[src/design/rfs_pkg.sv]
// Shared types and constants for the Q15 real-FFT split butterfly.
package rfs_pkg;

	// Q15 sample word
	typedef logic signed [15:0] sample_t;

	// Full-precision product of two samples
	typedef logic signed [31:0] prod_t;

	// Halving scale and its rounding offset
	localparam logic signed [15:0] HALF_SCALE = 16'sd16383;
	localparam logic signed [31:0] HALF_ROUND = 32'sd16384;

	// Q15 fraction bits
	localparam int unsigned QSHIFT = 15;

	// Rounding offset for the twiddle product
	localparam logic signed [33:0] TW_ROUND = 34'sd16384;

	// Saturation limits
	localparam logic signed [18:0] SAT_MAX = 19'sd32767;
	localparam logic signed [18:0] SAT_MIN = -19'sd32768;

endpackage

[src/design/rfs_halve.sv]
// First stage: conjugates the far bin and halves all four bin parts.
module rfs_halve (
	input  logic            clk,
	input  logic            arst_n,
	input  logic            valid,
	input  rfs_pkg::sample_t low_re,
	input  rfs_pkg::sample_t low_im,
	input  rfs_pkg::sample_t high_re,
	input  rfs_pkg::sample_t high_im,
	output logic            valid_s1,
	output rfs_pkg::sample_t ar_s1,
	output rfs_pkg::sample_t ai_s1,
	output rfs_pkg::sample_t br_s1,
	output rfs_pkg::sample_t bi_s1
);

	// (x*16383 + 16384) >>> 15, floor shift
	function automatic rfs_pkg::sample_t halve(input rfs_pkg::sample_t x);
		rfs_pkg::prod_t prod;
		rfs_pkg::prod_t sum;
		rfs_pkg::prod_t shr;
		prod = x * rfs_pkg::HALF_SCALE;
		sum  = prod + rfs_pkg::HALF_ROUND;
		shr  = sum >>> rfs_pkg::QSHIFT;
		return shr[15:0];
	endfunction

	rfs_pkg::sample_t conj_im;

	// conjugate wraps: the most negative value stays put
	assign conj_im = 16'sd0 - high_im;

	// valid bit
	always_ff @(posedge clk or negedge arst_n) begin
		if (!arst_n) begin
			valid_s1 <= 1'b0;
		end else begin
			valid_s1 <= valid;
		end
	end

	// halved parts
	always_ff @(posedge clk) begin
		ar_s1 <= halve(low_re);
		ai_s1 <= halve(low_im);
		br_s1 <= halve(high_re);
		bi_s1 <= halve(conj_im);
	end

endmodule

[config.mk]
export PLATFORM = sky130hd
export DESIGN_NAME = rfs_halve
export DESIGN_NICKNAME = d
export VERILOG_FILES = /design/src/design/rfs_pkg.sv /design/src/design/rfs_halve.sv
export SDC_FILE = /design/constraint.sdc
export NUM_CORES = 1
export LEC_CHECK = 0
export BUFFER_PORTS_ARGS = -buffer_cell sky130_fd_sc_hd__buf_2
export CAP_MARGIN = 5
export CORE_ASPECT_RATIO = 1.1
export CORE_MARGIN = 4
export CORE_UTILIZATION = 57
export DETAILED_ROUTE_END_ITERATION = 16
export PLACE_DENSITY = 0.78
export SYNTH_ARGS = -nofsm -noshare
export SYNTH_HDL_FRONTEND = slang
export SYNTH_SLANG_ARGS = --single-unit
[constraint.sdc]
create_clock -name clk -period 0.8 [get_ports clk]
set_input_delay 0.12 -clock clk [delete_from_list [all_inputs] [get_ports clk]]
set_output_delay 0.12 -clock clk [all_outputs]
set_load 0.02 [all_outputs]
Word-level counts from Yosys, hierarchy flattened
Cells that the tools add are included.

cells by class
  $mul = 4
  $add $sub $neg = 5

operators by type and width
  cell                                                                   number
  31-bit by 16-bit adder with 31-bit output, second input constant       4
  16-bit by 15-bit multiplier with 31-bit output, second input constant  4
  1-bit by 16-bit subtractor with 16-bit output, first input constant    1

storage, ports and cells
  output and inout port bits = 65
  flip-flop bits (word level) = 65
  logic and storage cells = 14

Depth between registers and ports, before layout
  depth after elaboration = 3
  depth in mapped cells = 29
  gate-level depth less buffers = 28

Worst setup path before layout
No wires, ideal clock.

  kind = in2reg
  start = input port high_im[4]
  end = register bi_s1[15]
  arrival time = 7.035 ns
  path buffers = 2
  cell stages on the path = 26
  path slack = -6.307 ns
  required time = 0.728 ns
  library setup time = 0.072 ns
  cells stage by stage = nor4_4 > nand2_1 > buf_1 > or3_2 > xor2_1 > ha_1 > ha_1 > nand2b_1 > clkbuf_1 > xnor2_1 > ha_1 > fa_1 > fa_1 > fa_1 > inv_1 > fa_1 > inv_1 > ha_1 > o21ai_0 > a21oi_1 > a221o_1 > a41o_1 > a311oi_1 > o21ai_0 > a221oi_1 > xnor2_1

between the ends
  cells in the longest elaborated chain, start to end = 3

ends and longest elaborated chain
  element                                         RTL line         RTL
  start: declaration                              rfs_halve.sv:9   input rfs_pkg::sample_t high_im,
  1-bit by 16-bit subtractor with 16-bit output   rfs_halve.sv:31  assign conj_im = 16'sd0 - high_im;
  16-bit by 15-bit multiplier with 31-bit output  rfs_halve.sv:22  prod = x * rfs_pkg::HALF_SCALE;
  31-bit by 16-bit adder with 31-bit output       rfs_halve.sv:23  sum = prod + rfs_pkg::HALF_ROUND;
  end signal: assignment                          rfs_halve.sv:47  bi_s1 <= halve(conj_im);
  end: declaration                                rfs_halve.sv:14  output rfs_pkg::sample_t bi_s1

No other way between the ends.

Final worst setup path
  start = input port high_im[9]
  end = register bi_s1[14]

The elaborated chain is that of the path after synthesis.

==> metrics.md <==
| Metric | Value |
|---|---|
| Status | finished, violations left |
| Failing checks | setup timing |
| CTS Sinks | 65 |
| Final worst slack | -5.49 ns |
| Starting Density | 0.577 |
| Worst path top cell family by delay | adder cells |
| Die Wd | 208 µm |
| Synthesized area per cell | 10.1 µm² |
| Endpoints failing hold | 0 |
| Largest net degree at the start of global routing | 43 |
| CP bufs+invs | 3 |
| FILL cells | 2550 |
| CP peak stage delay | 0.60 ns |
| Mapped Cells | 2473 |
| Dpl ws | -5.94 ns |
| Initial antenna violation count | 2 |
| Port Buffer Count | 131 |
| Global-route wire length before repair | 106 mm |
| CTS max path bufs | 2 |
| Max-cap violations | 0 |
| Post-layout net count | 4266 |
| Library cells used by synthesis | 68 |
| Share of layout cells above drive strength 1 | 0.379 |
| Vias per inst | 5.05 |
| EDFF count, synth | 0 |
| Non-filler cells, final | 3800 |
| Startpoint types | input pin |
| GPL Wtd Cong | 0.905 |
| WL/cell | 17.4 µm |
| Yosys Warn Count | 0 |
| Biggest area consumer among synthesized cells | fa_1 |
| DR pass1 iterations | 5 |
| Area Overhead vs Synth | 37.4% |
| Fin crit period | 6.29 ns |
| Worst Max-Slew Pin Slew | 0.528 ns |
| Number of core rows | 80 |
| Critical path data arrival time | 6.55 ns |
| Drc violations | 0 |
| Clock root cell | clkbuf_16 |
| CTS clk-pin slew, worst paths | 0.06 ns |
| GR Util All Layers | 0.271 |
| Die height | 228 µm |
| Routed vias | 19175 |
| Met3 usage | 0.0408 |
| Final setup viols | 129 |
| Critical Path Most Common Cell | fa_1 |
| Final Cycle Share | 7.86 |
| Synthesized area | 0.0250 mm² |
| CTS tree | built |
| Cts bufs inserted | 9 |
| Critical-path cell list | buf_6 -> or4_4 -> or4_4 -> or2_4 -> and2_4 -> xor2_4 -> ha_4 -> xor2_2 -> ha_1 -> fa_1 -> fa_1 -> fa_1 -> inv_1 -> fa_1 -> inv_2 -> ha_4 -> nand2_2 -> a21oi_2 -> a221o_1 -> a41o_4 -> a311oi_4 -> o21ai_4 -> a31oi_2 -> xnor2_1 |
| Kind of critical path | in2reg |
| Post-placement cell count | 3708 |
| CP Capture Type | flip-flop |
| Share of the synthesized area in the top cell type | 0.434 |
| Top_reg_cell synth | dfxtp_1 |
| Gr ovfl total | 0 |
| Fmax | 0.159 GHz |
| Number of global-route vias before repair | 22559 |
| Stages on the worst setup path | 24 |
| GR Util met1 | 0.316 |
| Syn Nets | 3520 |
| RSZ-0062 raised after global routing | yes |
| Data required, critical path | 1.06 ns |
| Crit Path Max Fanout | 4 |
| Slew HR | 0.639 |
| Post-synth ARST share | 0.0154 |
| Post-synthesis register bit count | 65 |
| HPWL after detailed placement | 53.5 mm |
| Die ar. | 0.0473 mm² |
| Hold Crit Class | in2async |
| Register area share after synthesis | 0.0522 |
| Htree depth | 3 |
| GR met2 Demand/Resource | 0.525 |
| IO Pins | 132 |
| Count of pins over their slew limit | 0 |
| Final ANT Viol Nets | 0 |
| Synth top area cells | fa_1, ha_1, inv_1, dfxtp_1, xnor2_1 |
| Core Box Area | 0.0433 mm² |
| Most Crowded Layer GR | met2 |
| Worst-path cell with the longest stage delay | fa_1 |
| WL final | 66.0 mm |
| 1st-iter DRT viols | 619 |
[synthesized netlist by cell type (4+ instances only)]
master,number
clkbuf_1,9
a21o_1,55
nand4_1,7
xor2_1,75
and4_1,4
or2_2,34
o31ai_1,6
o21ai_0,36
ha_1,438
o22ai_1,5
and3_1,4
dfxtp_1,64
nand3_1,18
nand2b_1,11
buf_1,4
a21oi_1,67
mux2i_1,6
o21a_1,4
a41oi_1,4
nor3_1,10
nand2_1,44
xnor2_1,120
nor2b_1,6
a211oi_1,7
nor2_1,32
inv_1,783
and2_1,8
o211ai_1,5
o21bai_1,6
or4_1,4
fa_1,542
a31oi_1,8
[metal layers]
layer,up-vias,share of wire
met3,133,0.036
met5,-,0.00020
met4,2,0.023
li1,8919,-
met1,9739,0.38
met2,382,0.56
[stage by stage]
step | utilization | setup TNS (ns) | area (µm²) | hold WS [ns]
6_report | 0.793 | -288.99 | 34400 | 0.0810
5_1_grt | 0.793 | -300.56 | 34400 | 0.0771
4_1_cts | 0.767 | -283.81 | 33200 | 0.0591
3_5_place_dp | 0.719 | -306.34 | 31100 | -0.104
3_3_place_gp | 0.719 | -299.85 | 31100 | -0.105
2_1_floorplan | - | -279.03 | 25800 | -0.176
[registers in the layout, indices dropped and copies added, names as in the netlist]
register  count
ai_s1        16
bi_s1        16
br_s1        16
valid_s1      1
ar_s1        16
[cell usage in the layout, fill, tap and decap left out, drive strengths merged, types with 5 or more instances in the layout]
| master | netlist | routed |
|---|---|---|
| nor3 | 12 | 12 |
| or4 | 6 | 6 |
| a21oi | 67 | 67 |
| xor2 | 75 | 75 |
| nand3 | 18 | 18 |
| xnor2 | 121 | 121 |
| ha | 438 | 438 |
| a211oi | 7 | 7 |
| buf | 7 | 748 |
| o22ai | 5 | 5 |
| nand4 | 7 | 7 |
| nor2b | 6 | 6 |
| nor2 | 33 | 33 |
| dfxtp | 64 | 64 |
| a31oi | 8 | 8 |
| or2 | 35 | 35 |
| mux2i | 6 | 6 |
| o31ai | 6 | 6 |
| nand2 | 44 | 44 |
| inv | 783 | 780 |
| o21bai | 6 | 6 |
| a21o | 55 | 55 |
| o211ai | 5 | 5 |
| nand2b | 11 | 11 |
| o21ai | 36 | 36 |
| and2 | 8 | 8 |
| fa | 542 | 542 |
| clkbuf | 9 | 11 |
[worst max-delay path by stage]
stage                end  slack [ns]  startpoint
6_report       bi_s1[14]       -5.49  high_im[9]
5_1_grt        bi_s1[15]       -5.71  high_im[3]
4_1_cts        bi_s1[15]       -5.43  high_im[4]
3_5_place_dp   bi_s1[15]       -5.94  high_im[5]
3_3_place_gp   bi_s1[15]       -5.81  high_im[9]
2_1_floorplan  bi_s1[15]       -5.80  high_im[9]
[timing repair]
item / 4_1_cts / 5_1_grt
setup buffers: 47 / 35
hold buffers: 2 / 0
hold endpoints to repair: 2 / 0
pin swaps: 176 / 144
gates resized for setup: 415 / 203
setup endpoints to repair: 129 / 129
[cells by family after synthesis]
kind of cell	after synthesis	synth area share
fa+ha+maj	981	0.653
buf+inv	799	0.121
compound gates	226	0.0587
simple gates	199	0.0438
xor+xnor	196	0.0689
flops	65	0.0522
mux	7	0.00285
[layout make-up]
class	instances	area (µm²)	area share
multi-input combinational	1609	22800	0.663
antenna	2	5.00	0.000146
sequential	65	1390	0.0404
timing repair buffer	751	6150	0.179
inverter	783	2970	0.0865
clock buffer	10	239	0.00695
clock inverter	6	115	0.00335
tap	574	718	0.0209
Power is not shown: default switching activity piles up to over one toggle a cycle in this logic, so the estimate is an artifact.
