## src/design/rfs_pkg.sv

```systemverilog
// Shared types and constants for the Q15 real-FFT split butterfly.
package rfs_pkg;

	// Q15 sample word
	typedef logic signed [15:0] sample_t;

	// Full-precision product of two samples
	typedef logic signed [31:0] prod_t;

	// Halving scale and its rounding offset
	localparam logic signed [15:0] HALF_SCALE = 16'sd16383;
	localparam logic signed [31:0] HALF_ROUND = 32'sd16384;

	// Q15 fraction bits
	localparam int unsigned QSHIFT = 15;

	// Rounding offset for the twiddle product
	localparam logic signed [33:0] TW_ROUND = 34'sd16384;

	// Saturation limits
	localparam logic signed [18:0] SAT_MAX = 19'sd32767;
	localparam logic signed [18:0] SAT_MIN = -19'sd32768;

endpackage

```

## src/design/rfs_twmul.sv

```systemverilog
// Complex twiddle multiply: products, then round, shift and saturate.
module rfs_twmul (
	input  logic            clk,
	input  logic            arst_n,
	input  logic            valid,
	input  rfs_pkg::sample_t f2r,
	input  rfs_pkg::sample_t f2i,
	input  rfs_pkg::sample_t wr,
	input  rfs_pkg::sample_t wi,
	output logic            valid_s4,
	output rfs_pkg::sample_t tr_s4,
	output rfs_pkg::sample_t ti_s4
);

	logic           valid_s3;
	rfs_pkg::prod_t rr_s3, ii_s3, ri_s3, ir_s3;
	logic signed [33:0] pr, pi;
	logic signed [33:0] pr_sh, pi_sh;

	// shift and clamp to 16 bits; the rounding offset is already added into v
	function automatic rfs_pkg::sample_t rnd_sat(input logic signed [33:0] v);
		logic signed [18:0] n;
		n = v[33:15];
		if (n > rfs_pkg::SAT_MAX) begin
			return rfs_pkg::SAT_MAX[15:0];
		end else if (n < rfs_pkg::SAT_MIN) begin
			return rfs_pkg::SAT_MIN[15:0];
		end
		return n[15:0];
	endfunction

	// valid bits
	always_ff @(posedge clk or negedge arst_n) begin
		if (!arst_n) begin
			valid_s3 <= 1'b0;
			valid_s4 <= 1'b0;
		end else begin
			valid_s3 <= valid;
			valid_s4 <= valid_s3;
		end
	end

	// partial products
	always_ff @(posedge clk) begin
		rr_s3 <= f2r * wr;
		ii_s3 <= f2i * wi;
		ri_s3 <= f2r * wi;
		ir_s3 <= f2i * wr;
	end

	// combine and round
	assign pr    = 34'(rr_s3) - 34'(ii_s3) + rfs_pkg::TW_ROUND;
	assign pi    = 34'(ri_s3) + 34'(ir_s3) + rfs_pkg::TW_ROUND;
	assign pr_sh = pr;
	assign pi_sh = pi;

	always_ff @(posedge clk) begin
		tr_s4 <= rnd_sat(pr_sh);
		ti_s4 <= rnd_sat(pi_sh);
	end

`ifndef SYNTHESIS
	// an item entering the multiplier leaves it through the product and round/saturate registers
	a_twmul_lat: assert property (@(posedge clk) disable iff (!arst_n)
		valid |-> ##2 valid_s4)
		else $error("twiddle multiplier lost an item");
	a_twmul_src: assert property (@(posedge clk) disable iff (!arst_n)
		valid_s4 |-> $past(valid, 2))
		else $error("twiddle multiplier invented an item");
`endif

endmodule

```

## config.mk

```make
export PLATFORM = sky130hd
export DESIGN_NAME = rfs_twmul
export DESIGN_NICKNAME = d
export VERILOG_FILES = /design/src/design/rfs_pkg.sv /design/src/design/rfs_twmul.sv
export SDC_FILE = /design/constraint.sdc
export NUM_CORES = 2
export LEC_CHECK = 0
export ABC_AREA = 1
export BUFFER_PORTS_ARGS = -buffer_cell sky130_fd_sc_hd__buf_2
export CAP_MARGIN = 40
export CORE_ASPECT_RATIO = 0.75
export CORE_MARGIN = 2
export CORE_UTILIZATION = 58
export DETAILED_ROUTE_END_ITERATION = 10
export GPL_TIMING_DRIVEN = 0
export PLACE_DENSITY = 0.77
export SLEW_MARGIN = 20
export SYNTH_ARGS = -nofsm -noshare
export SYNTH_HDL_FRONTEND = slang
export SYNTH_SLANG_ARGS = --single-unit
```

## constraint.sdc

```tcl
create_clock -name clk -period 6.6 [get_ports clk]
set_input_delay 0.33 -clock clk [delete_from_list [all_inputs] [get_ports clk]]
set_output_delay 0.33 -clock clk [all_outputs]
set_load 0.05 [all_outputs]
```

After elaboration in Yosys (flattened, before gate mapping)
Cells that the tools add are included.
{ "totals": {"output_inout_bits": 33, "in_bits": 67, "reg_bits": 162, "word_cells": 30} }
{ "op_classes": {"magnitude_cmp": 4, "multipliers": 4, "muxes": 10, "addsub": 4} }
{ "ops": {"columns": ["op", "count"], "rows": [
  ["16-bit by 16-bit multiplier with 32-bit output", 4],
  ["16-bit 2-to-1 mux", 6],
  ["33-bit by 16-bit adder with 34-bit output, second input constant", 2],
  ["19-bit by 16-bit > comparator with 1-bit output, second input constant", 2],
  ["19-bit by 16-bit < comparator with 1-bit output, second input constant", 2],
  ["32-bit by 32-bit adder with 33-bit output", 1],
  ["32-bit by 32-bit subtractor with 33-bit output", 1],
  ["1-bit 2-to-1 mux", 4]
]} }

Depth between registers and ports, before layout
{ "depth": {"word_depth": 6, "depth_mapped": 27, "ltp_nobuf": 26} }

Least setup slack after synthesis
OpenSTA, ideal clock, no wires.
{ "synth_path": {"path_kind": "input port to flip-flop", "from": "input port f2r[15]", "to": "register ri_s3[28]", "path_buffers": 1, "setup_ns": 0.072, "stages": 20, "arrival_time_ns": 5.608, "required_time_ns": 6.528, "setup_slack_ns": 0.921, "cell_sequence": "clkbuf_1 -> nand2_1 -> inv_1 -> fa_1 -> fa_1 -> fa_1 -> fa_1 -> fa_1 -> inv_1 -> fa_1 -> inv_1 -> ha_1 -> nand2_1 -> nor4_1 -> nand3_1 -> nand3_1 -> a31o_2 -> nand3_1 -> nand2_1 -> xor2_1"} }
{ "synth_via": {"elab_chain_len": 1} }
{ "synth_lines": {"columns": ["item", "line_no", "source"], "rows": [
  ["start: declaration", "rfs_twmul.sv:6", "input rfs_pkg::sample_t f2r,"],
  ["16-bit by 16-bit multiplier with 32-bit output", "rfs_twmul.sv:47", "ri_s3 <= f2r * wi;"],
  ["end signal: assignment", "rfs_twmul.sv:47", null],
  ["end: declaration", "rfs_twmul.sv:16", "rfs_pkg::prod_t rr_s3, ii_s3, ri_s3, ir_s3;"]
]} }
Every way passes these cells.

Final worst setup path
{ "layout_path": {"from": "input port wr[15]", "to": "register ir_s3[29]"} }
{ "layout_via": {"elab_chain_len": 1} }
{ "layout_lines": {"columns": ["item", "line_no", "source"], "rows": [
  ["start: declaration", "rfs_twmul.sv:8", "input rfs_pkg::sample_t wr,"],
  ["16-bit by 16-bit multiplier with 32-bit output", "rfs_twmul.sv:48", "ir_s3 <= f2i * wr;"],
  ["end signal: assignment", "rfs_twmul.sv:48", null],
  ["end: declaration", "rfs_twmul.sv:16", null]
]} }
Every way passes these cells.

==> impl_metrics.toml <==
[cts]
cts_made_buffers = 17
root_buffer = "clkbuf_16"
clk_pin_slew_worst_paths_ns = 0.08
htree_num_levels = 4
cts_buffer_depth = 2
cts.sinks = 162
cts_tree = "done"
clkLatencyLatePin_ns = 0.52

[worst_setup_path]
critPathKind = "input pin to flop"
cp_cell_sequence = "clkbuf_1 > buf_8 > inv_1 > buf_2 > nor2_1 > fa_1 > fa_1 > fa_1 > fa_1 > fa_1 > inv_1 > fa_1 > inv_1 > ha_1 > nand4_1 > nor3_1 > nand3_1 > nand3_1 > nand2_1 > nand2_1 > a31oi_1 > xnor2_1"
arrival_ns = 6.97
critPathMaxFanout = 11
cp_slowest_cell = "buf_2"
cp.buffers_inverters = 6
cp_slowest_stage_delay_ns = 0.59
crit_path_start_kind = "input pin"
cp-end-kind = "flop"
worst_path_most_repeated_cell = "fa_1"
cp_data_required_time_ns = 7.00
cp_top_family = "adder cells"

[global_routing]
grt_pass1_wl_mm = 252
grt_use_total_pct = 40.8
grt_max_degree = 19
grt_antenna_before_repair = 13
grt_pass1_vias = 41000
overflow = 0

[detailed_routing]
viasPerCell = 5.46
num_vias = 40800
avgRoutedWirePerCell_um = 22.5
wl_mm = 168
drc = 0
drt-pass1-iter-count = 8
antenna_left = 0
drt_iter0_markers = 4408

[timing]
rsz0062_at_grt = "true"
fin_crit_sh_pct = 99.6
max_slew.worst_pin.slew_ns = 0.960
drv_slew = 0
clock_skew_ns = 0.0179
fmax_mhz = 152
min_period_ns = 6.57
hold_viol = 0
hold_ws_ns = 0.123
setup_viol = 0
relSlewSlack_pct = 36.0

[layout]
area_growth_pct = 7.68
final_cell_mix = "1840 x inv_1, 1499 x nand2_1, 1045 x fa_1, 452 x ha_1, 201 x a21oi_1"
finish.instance_area_sq_um = 52200
final_nets = 7895
layout_commonest_cell = "inv_1"
fin_util_pct = 63.3
fillers = 7468
drive_above_1_share_pct = 4.16

[flow_run]
max_cap_viol_count = 0

[placed_design]
io_buffers = 97
place_congestion = 1.07
dp_hpwl_mm = 146
dpl_cell_area_sq_um = 51300

[yosys]
avgSynthCellArea_sq_um = 7.92
ys_seq_elements = 162
synth_top_family_by_area = "adder cells"
synth_fp_nets = 7680
synth_cell_types = 41
netlist_area_sq_um = 48400
synthFlopType = "dfxtp_1"
synthXorXnorAreaFrac_pct = 3.02
ys_warn_count = 0
yosysSeqAreaShare_pct = 6.72
async_reset_ff_share_pct = 1.23
synth_fa_ha_area_share_pct = 55.0
synth_edf_count = 0
synth_compound_area_share_pct = 4.38
synth_simple_gate_area_share_pct = 15.1
synthMuxAreaShare_pct = 0
syn_inst = 6113

[floorplanning]
die_h_um = 254
dieArea_sq_um = 85900
row_count = 91
ios = 100
core_sq_um = 82400
start_util_pct = 58.8
die_w_um = 338

[status]
outcome = "completed"

[hold_path]
min_path_type = "input pin to async pin"
## per-stage QoR
step / worst slack [ns] / TNS (ns) / std cells
floorplan: 0.921 / 0 / 6113
global placement: -1.34 / -30.12 / 7326
detailed placement: -0.929 / -6.79 / 7409
CTS: 0.0194 / 0 / 7443
global route: -0.00790 / -0.00790 / 7459
finish: 0.0289 / 0 / 7463
## routing by layer
layer  up-vias  wire, um  share of wire [%]  track usage, %
li1      17900         -                  -               -
met1     20200     70200                 42            59.5
met2      2266     66800                 40            55.8
met3       421     23600                 14            13.6
met4        10      7480                4.4            16.2
met5         -        70              0.042               0
## cell usage after synthesis, types with 2 or more instances
cell | number | share of area [%]
a21o_1 | 21 | 0.33
nand3b_1 | 3 | 0.046
inv_1 | 1841 | 14
nor2_2 | 2 | 0.026
nor3_2 | 2 | 0.041
nor3_1 | 18 | 0.19
xor2_1 | 95 | 1.7
clkbuf_1 | 188 | 1.5
nand4_1 | 21 | 0.27
a21oi_1 | 201 | 2.1
o21bai_1 | 14 | 0.22
nand3_1 | 88 | 0.91
o21a_1 | 9 | 0.14
nor4_2 | 2 | 0.052
buf_1 | 4 | 0.031
nand2_1 | 1499 | 12
a31oi_1 | 12 | 0.15
nor4_1 | 18 | 0.23
and3_1 | 3 | 0.039
nor2_1 | 193 | 1.5
dfrtp_1 | 2 | 0.10
a21boi_0 | 2 | 0.031
o2111ai_1 | 6 | 0.11
dfxtp_1 | 160 | 6.6
xnor2_1 | 72 | 1.3
fa_1 | 1048 | 43
a211oi_1 | 4 | 0.062
ha_1 | 452 | 12
nand2_2 | 8 | 0.10
a31o_2 | 3 | 0.054
o21ai_0 | 112 | 1.2
## state kept, by name, indices dropped and copies added, names as in the netlist
name / count
ir_s3: 32
valid_s4: 1
rr_s3: 32
tr_s4: 16
ti_s4: 16
ii_s3: 32
valid_s3: 1
ri_s3: 32
## path summary, 6_finish.rpt
check | start | end | slack [ns] | cells after the start
worst max-delay path | wr[15] | ir_s3[29] | 0.03 | 22
max in group asynchronous | arst_n | valid_s4 | 6.39 | 2
worst max register to register | ri_s3[27] | ti_s4[13] | 3.09 | 16
worst min-delay path | arst_n | valid_s3 | 0.12 | 2
worst min register to register | valid_s3 | valid_s4 | 0.35 | 0
min in group clk | valid_s3 | valid_s4 | 0.35 | 0
## worst reg2reg max path: cells and delay by family (launching register included)
kind	cells	cell delay, ns
adder cells (fa/ha/maj)	2	0.81
buffers and inverters	1	0.32
flip-flops	1	0.49
AND/OR/NAND/NOR	13	1.79
## what timing repair did
action	4_1_cts	5_1_grt
hold buffers	2	0
buffers inserted	0	3
hold endpoints to repair	3	0
cloned	0	0
endpoints found under the setup margin	3	12
pin swaps	0	2
resized for setup	4	16
## logic make-up after synthesis
family,Yosys count
DFF,162
adders and majority gates,1500
xor gates and xnor gates,167
AOI/OAI and AO/OA,387
buffers and inverters,2038
and+or+nand+nor,1859
## area by class of cell
type	instances	area (sq um)	share of cell area [%]
Antenna cell	6	15.0	0.0288
Buffer	196	774	1.49
Clock buffer	18	439	0.842
Clock inverter	14	151	0.290
Inverter	1842	6920	13.3
Multi-Input combinational cell	3913	37500	72.0
Sequential cell	162	3250	6.24
Tap cell	1116	1400	2.68
Timing Repair Buffer	196	1660	3.18
Power is left out: the tool's default activity adds up to more than one toggle a clock period on the data nets, which glitch-free logic cannot reach.
